==> src/mxq_pkg.sv <==
// ----------------------------------------------------------------------------
// mxq_pkg: shared types and codes for the maximum-xor query store
// Status codes, item kind codes and the control group that travels with
// each token along the cell chain.
// ----------------------------------------------------------------------------
`default_nettype none

package mxq_pkg;

    // Width of the payload ports
    localparam int FIELD_BITS = 30;

    // Item kind, as carried on the mode input
    localparam logic MODE_INSERT = 1'b0;
    localparam logic MODE_QUERY  = 1'b1;

    // Result status
    typedef enum logic [1:0] {
        ST_OK   = 2'd0,
        ST_NONE = 2'd1,
        ST_FULL = 2'd2
    } t_status;

    // Control group of a token moving down the chain
    typedef struct packed {
        logic    valid;   // token slot holds an item
        logic    query;   // query item, otherwise insert
        t_status status;  // insert outcome decided at entry
        logic    found;   // a qualifying entry has been seen
    } t_ctl;

endpackage

`default_nettype wire

==> src/mxq_cell.sv <==
// ----------------------------------------------------------------------------
// mxq_cell: one storage cell of the query chain
// Holds one stored value. Captures the insert token addressed to its slot,
// folds its value into each passing query that it qualifies for and hands the token on.
// ----------------------------------------------------------------------------
`default_nettype none

module mxq_cell #(
    parameter int VALUE_BITS = 30,
    parameter int CNT_W      = 11,
    parameter int INDEX      = 0
) (
    input  wire logic                  i_clk,
    input  wire logic                  i_rst_n,
    input  wire mxq_pkg::t_ctl         i_ctl,
    input  wire logic [CNT_W-1:0]      i_idx,
    input  wire logic [VALUE_BITS-1:0] i_x,
    input  wire logic [VALUE_BITS-1:0] i_lim,
    input  wire logic [VALUE_BITS-1:0] i_best,
    output mxq_pkg::t_ctl              o_ctl,
    output logic [CNT_W-1:0]           o_idx,
    output logic [VALUE_BITS-1:0]      o_x,
    output logic [VALUE_BITS-1:0]      o_lim,
    output logic [VALUE_BITS-1:0]      o_best
);
    import mxq_pkg::*;

    localparam logic [CNT_W-1:0] SLOT = CNT_W'(INDEX);

    logic [VALUE_BITS-1:0] r_value;
    t_ctl                  r_ctl;
    logic [CNT_W-1:0]      r_idx;
    logic [VALUE_BITS-1:0] r_x;
    logic [VALUE_BITS-1:0] r_lim;
    logic [VALUE_BITS-1:0] r_best;

    logic                  write_hit;
    logic                  qualify;
    logic                  take;
    logic [VALUE_BITS-1:0] cand;
    t_ctl                  n_ctl;
    logic [VALUE_BITS-1:0] n_best;

    // Insert lands here when its slot number matches and it was not dropped
    assign write_hit = i_ctl.valid && !i_ctl.query && (i_ctl.status == ST_OK)
                       && (i_idx == SLOT);

    // Query sees this slot only if it was filled before the query entered
    assign qualify = i_ctl.valid && i_ctl.query && (SLOT < i_idx)
                     && (r_value <= i_lim);
    assign cand    = r_value ^ i_x;
    assign take    = qualify && (!i_ctl.found || (cand > i_best));

    always_comb begin
        n_ctl       = i_ctl;
        n_ctl.found = i_ctl.found | qualify;
        n_best      = take ? cand : i_best;
    end

    // Hold stored value
    always_ff @(posedge i_clk) begin
        if (write_hit) begin
            r_value <= i_x;
        end
    end

    // Advance token control
    always_ff @(posedge i_clk) begin
        if (!i_rst_n) begin
            r_ctl <= '0;
        end else begin
            r_ctl <= n_ctl;
        end
    end

    // Advance token payload
    always_ff @(posedge i_clk) begin
        r_idx  <= i_idx;
        r_x    <= i_x;
        r_lim  <= i_lim;
        r_best <= n_best;
    end

    assign o_ctl  = r_ctl;
    assign o_idx  = r_idx;
    assign o_x    = r_x;
    assign o_lim  = r_lim;
    assign o_best = r_best;

endmodule

`default_nettype wire

==> config.mk <==
export PLATFORM = sky130hd
export DESIGN_NAME = mxq_cell
export DESIGN_NICKNAME = d
export VERILOG_FILES = /design/src/mxq_pkg.sv /design/src/mxq_cell.sv
export SDC_FILE = /design/constraint.sdc
export NUM_CORES = 1
export LEC_CHECK = 0
export BUFFER_PORTS_ARGS = -buffer_cell sky130_fd_sc_hd__buf_2
export CORE_MARGIN = 8
export CORE_UTILIZATION = 44
export DETAILED_ROUTE_END_ITERATION = 8
export GPL_ROUTABILITY_DRIVEN = 1
export PLACE_DENSITY = 0.84
export SYNTH_ARGS = -nofsm -noshare
export SYNTH_HDL_FRONTEND = slang
export SYNTH_SLANG_ARGS = --single-unit
==> constraint.sdc <==
create_clock -name i_clk -period 2.6 [get_ports i_clk]
set_input_delay 0.39 -clock i_clk [delete_from_list [all_inputs] [get_ports i_clk]]
set_output_delay 0.39 -clock i_clk [all_outputs]
set_load 0.05 [all_outputs]
Word level (Yosys, flattened, before mapping)
Cells that the tools add are included.
{"block": "totals", "ff_bits": 136, "inputBits": 108, "out_inout_bits": 106, "elab_cells": 27}
{"block": "classes", "magnitude_cmp": 3, "mux": 1, "bitwise_logic": 2, "n_reduce_logical": 12}
{"op": "$gt 30x30->1", "count": 1}
{"op": "$le 30x30->1", "count": 1}
{"op": "$mux 30", "count": 1}
{"op": "$xor 30x30->30", "count": 1}
{"op": "$logic_not 11->1", "count": 1}
{"op": "$lt 1x11->1 const A", "count": 1}
{"op": "$logic_and 1x1->1", "count": 7}
{"op": "$logic_not 1->1", "count": 2}
{"op": "$logic_not 2->1", "count": 1}
{"op": "$logic_or 1x1->1", "count": 1}
{"op": "$or 1x1->1", "count": 1}

Longest topological paths before layout
{"block": "depth", "ltp_word": 5, "depth_mapped": 10, "mapped_depth_nobuf": 9}

Worst setup path after synthesis
No wires, ideal clock.
{"block": "synth_path", "path_kind": "input to register", "start": "input port i_x[4]", "end": "register r_best[10] (netlist: o_best[10])", "setup_ns": 0.121, "arrival_time_ns": 2.479, "path_slack_ns": 0.000, "path_stages": 10, "cell_sequence": "xor2_1 -> ha_1 -> a21oi_2 -> a21boi_1 -> o31a_1 -> o31a_1 -> o41ai_2 -> a21oi_2 -> buf_6 -> mux2_4"}
{"block": "synth_via", "elab_chain_len": 5}
{"element": "start, declared", "line": "mxq_cell.sv:17", "text": "input wire logic [VALUE_BITS-1:0] i_x,"}
{"element": "$xor 30x30->30", "line": "mxq_cell.sv:51", "text": "assign cand = r_value ^ i_x;"}
{"element": "$gt 30x30->1", "line": "mxq_cell.sv:52", "text": "assign take = qualify && (!i_ctl.found || (cand > i_best));"}
{"element": "$logic_or 1x1->1", "line": "mxq_cell.sv:52"}
{"element": "$logic_and 1x1->1", "line": "mxq_cell.sv:52"}
{"element": "$mux 30", "line": "mxq_cell.sv:57", "text": "n_best = take ? cand : i_best;"}
{"element": "net n_best[10]", "line": "mxq_cell.sv:42", "text": "logic [VALUE_BITS-1:0] n_best;"}
{"element": "end signal, assigned", "line": "mxq_cell.sv:81", "text": "r_best <= n_best;"}
{"element": "end, declared", "line": "mxq_cell.sv:35", "text": "logic [VALUE_BITS-1:0] r_best;"}
The timed path passes the listed nets, and every way through them passes these cells.
A chain may end at the register's enable or synchronous reset.

Worst setup path in the final report
{"block": "layout_path", "start": "register r_value[3]", "end": "register r_best[16] (netlist: o_best[16])"}
{"block": "layout_via", "elab_chain_len": 5, "word_cells_on_any_way": 7, "classes_between": "2 x order compare; 1 x mux; 1 x bitwise; 3 x reduce/logical"}
{"element": "start, declared", "line": "mxq_cell.sv:30", "text": "logic [VALUE_BITS-1:0] r_value;"}
{"element": "start signal, assigned", "line": "mxq_cell.sv:63", "text": "r_value <= i_x;"}
{"element": "$xor 30x30->30", "line": "mxq_cell.sv:51"}
{"element": "$gt 30x30->1", "line": "mxq_cell.sv:52"}
{"element": "$logic_or 1x1->1", "line": "mxq_cell.sv:52"}
{"element": "$logic_and 1x1->1 (*)", "line": "mxq_cell.sv:52"}
{"element": "$mux 30 (*)", "line": "mxq_cell.sv:57"}
{"element": "net n_best[16]", "line": "mxq_cell.sv:42"}
The timed path passes the listed nets; every way through them passes the cells marked *.

==> run summary <==
status: complete, but fails checks
violated checks: setup timing
count of cell types in the netlist: 36
worst slack at placement: -299 ps
Worst-Margin Slew: 480 ps
Hold Buf Count CTS: 0
CP max stage cell: edfxtp_1
Post-Syn Area: 5390 um2
maximum root-to-sink buffer count: 2
Congestion Overflow GR: 0
vias in the first global route: 4649
post-layout min period: 2680 ps
Slew HR: 68.0%
Post-Syn Instances: 430
CP Class: flip-flop to flip-flop
top cell family by delay on the critical path: compound AO/OA/AOI/OAI gates
I/O Buffers: 213
Syn Area/Cell: 12.5 um2
gr busiest metal: met2
number of H-tree levels: 4
Data required, critical path: 2900 ps
Hold Crit Class: input pin to flip-flop
vias per cell: 4.82
gpl congestion: 0.802
area of the multi-input gates: 2170 um2
dpl cells: 819
CP most frequent cell: o31a_1
CP peak stage delay: 400 ps
Die Area: 16000 um2
initial antenna violation count: 1
sequential share of power: 40.0%
final std cells w/o fill: 852
largest net degree at the start of global routing: 31
Die Y: 127 um
fillcell total: 936
first-pass GRT wire length: 23000 um
Setup Skew: 5.46 ps
Initial Utilization: 44.9%
maximum clock frequency: 0.374 GHz
pwr dens: 751 nW/um2
final setup TNS: -1640 ps
CTS tree: built
met2 GRT Util: 32.7%
worst skew pair latency: 410 ps
Remaining DRCs: 0
final hold viol count: 0
switching share of power: 25.6%
post-route setup slack: -75.5 ps
final wirelength: 14800 um
crit path launch type: flip-flop
drt pass-1 iters: 4
clk sink count: 136
number of synthesized register bits: 136
Die W: 127 um
leakage: 3.84 nW
post-synthesis sequential area ratio: 56.1%
max cap viols: 0
Int Pwr: 4.25 mW
Slew Viols, Final: 0
CORE AREA: 12000 um2
fin crit share: 103%
WL/cell: 17.3 um
slack of the worst reg-to-reg path: -80 ps
# setup viols final: 29
syn_nets: 598
Worst VDD drop: 0.469 mV
Initial DRC Count: 108
clock root cell: clkbuf_16
Clock transition at path regs: 50 ps
critical path cell sequence: buf_4 > xor2_2 > ha_1 > nand3_1 > a21boi_1 > o31a_1 > o31a_1 > o41ai_4 > a21oi_4 > buf_12 > mux2_4
Clock power frac: 44.4%
crit-path max FO: 14
IO Pins: 214
overall routing resource usage: 18.6%
Reg area: 3020 um2
sw power: 1.46 mW
critical path arrival: 2970 ps
DP HPWL: 11900 um
Vias: 4103
synthesis-to-layout area growth: 40.9%
antenna violation net count after detailed routing: 0
nets@finish: 860
Crit. End Element: flip-flop
Site Rows: 40
synth warn: 0
met3 usage in global routing: 7.71%
total CTS buffers: 17
combinational power share: 15.6%
ant diodes: 0
unrepaired setup endpoints after global routing: yes
grt met1 use: 18.9%
layout cell share with drive strength beyond 1: 45.0%
CP Buf/Inv Count: 2
==> registers in the layout, indices dropped and copies added, names as in the netlist <==
signal   flops
o_best      30
o_lim       30
o_x         30
r_value     30
o_idx       11
o_ctl        5
==> kinds of logic (layout without fill, tap and decap cells) <==
logic type      count (synthesis)  in the layout  synth area share (%)
flops                         136            136                  56.1
buf+inv                        68            343                  5.15
fa+ha+maj                      60             60                  13.9
simple gates                   54             54                  5.46
compound gates                 52             52                  6.24
xor+xnor                       30             30                  4.87
mux                            30             30                  8.26
==> cells in the final DEF (no fill, tap or decap), types with 3 or more instances in the layout <==
| cell type | synthesis | routed |
|---|---|---|
| buf_2 | 0 | 213 |
| dfxtp_1 | 106 | 106 |
| inv_1 | 65 | 65 |
| ha_1 | 60 | 58 |
| buf_4 | 0 | 30 |
| edfxtp_1 | 30 | 30 |
| mux2_4 | 29 | 29 |
| xor2_1 | 29 | 27 |
| a21oi_1 | 23 | 23 |
| clkbuf_16 | 0 | 17 |
| nand2_1 | 11 | 11 |
| nand4_1 | 10 | 10 |
| a21o_1 | 9 | 9 |
| nand3_1 | 7 | 7 |
| nor2_1 | 8 | 6 |
| o21ai_0 | 6 | 6 |
| and2_1 | 4 | 4 |
| clkbuf_8 | 0 | 4 |
| bufinv_16 | 0 | 4 |
| and4_1 | 4 | 3 |
| clkinv_1 | 0 | 3 |
==> repair_timing <==
action | in CTS | in global routing
gates resized for setup | 5 | 6
endpoints found under the setup margin | 30 | 30
hold endpoints to repair | 0 | 0
setup buffers | 1 | 0
pin swaps | 2 | 0
==> Yosys cell counts, drive strengths merged <==
| cell | instances | share of area [%] |
|---|---|---|
| a211oi | 2 | 0.28 |
| a21boi | 1 | 0.14 |
| a21o | 9 | 1.3 |
| a21oi | 25 | 2.5 |
| a221oi | 1 | 0.16 |
| a31oi | 2 | 0.23 |
| and2 | 4 | 0.46 |
| and4 | 4 | 0.65 |
| buf | 3 | 0.63 |
| dfxtp | 106 | 39 |
| edfxtp | 30 | 17 |
| ha | 60 | 14 |
| inv | 65 | 4.5 |
| mux2 | 29 | 8.1 |
| mux2i | 1 | 0.19 |
| nand2 | 11 | 0.77 |
| nand2b | 1 | 0.12 |
| nand3 | 7 | 0.65 |
| nand3b | 1 | 0.14 |
| nand4 | 10 | 1.2 |
| nor2 | 8 | 0.56 |
| nor2b | 1 | 0.12 |
| nor3 | 1 | 0.093 |
| nor4 | 3 | 0.35 |
| nor4b | 1 | 0.16 |
| o211ai | 1 | 0.23 |
| o21ai | 7 | 0.65 |
| o221a | 1 | 0.21 |
| o31a | 2 | 0.33 |
| o41ai | 1 | 0.30 |
| or2 | 2 | 0.23 |
| xnor2 | 1 | 0.16 |
| xor2 | 29 | 4.7 |
==> path summary, 6_finish.rpt <==
| kind | from | endpoint | cells after the start |
|---|---|---|---|
| max | r_value[3] | o_best[16] | 11 |
| max reg2reg | r_value[3] | o_best[16] | 11 |
| min | i_lim[14] | o_lim[14] | 1 |
| min reg2reg | r_value[0] | o_best[0] | 2 |
==> final cells by class <==
class	count	area share (%)
Sequential cell	136	39.8
Multi-Input combinational cell	226	28.6
Timing Repair Buffer	246	17.7
Clock buffer	23	6.42
Inverter	65	3.21
Tap cell	147	2.42
Clock inverter	9	1.89
==> worst register-to-register path: stages (launching register included) <==
cell and delay (ps):
edfxtp_1 400, buf_4 160, xor2_2 140, ha_1 290
nand3_1 80, a21boi_1 60, o31a_1 270, o31a_1 310
o41ai_4 270, a21oi_4 100, buf_12 180, mux2_4 300
==> per-layer routing <==
layer	share of wire, %	vias to the layer above
met1	38	1898
met2	50	167
met3	9.0	29
met5	0.068	-
met4	2.5	2
li1	-	2007
==> stage by stage <==
| stage | power [mW] | utilization [%] | instance area [um2] | hold WS [ps] |
|---|---|---|---|---|
| 6_report | 5.71 | 63.2 | 7600 | 92.6 |
| 5_1_grt | 5.91 | 63.2 | 7600 | 69.9 |
| 2_1_floorplan | 2.90 | - | 5390 | 418 |
| 3_3_place_gp | 3.18 | 57.3 | 6880 | 508 |
| 4_1_cts | 5.75 | 62.9 | 7550 | 72.9 |
| 3_5_place_dp | 3.21 | 57.3 | 6880 | 508 |
==> power groups by stage <==
stage / clock [mW] / sequential [mW] / combinational, mW
2_1_floorplan: 0 / 2.68 / 0.218
3_3_place_gp: 0 / 2.32 / 0.853
3_5_place_dp: 0 / 2.32 / 0.883
4_1_cts: 2.58 / 2.28 / 0.891
5_1_grt: 2.67 / 2.29 / 0.951
6_report: 2.54 / 2.28 / 0.891
Note: power is estimated with default switching activity, not from simulation.
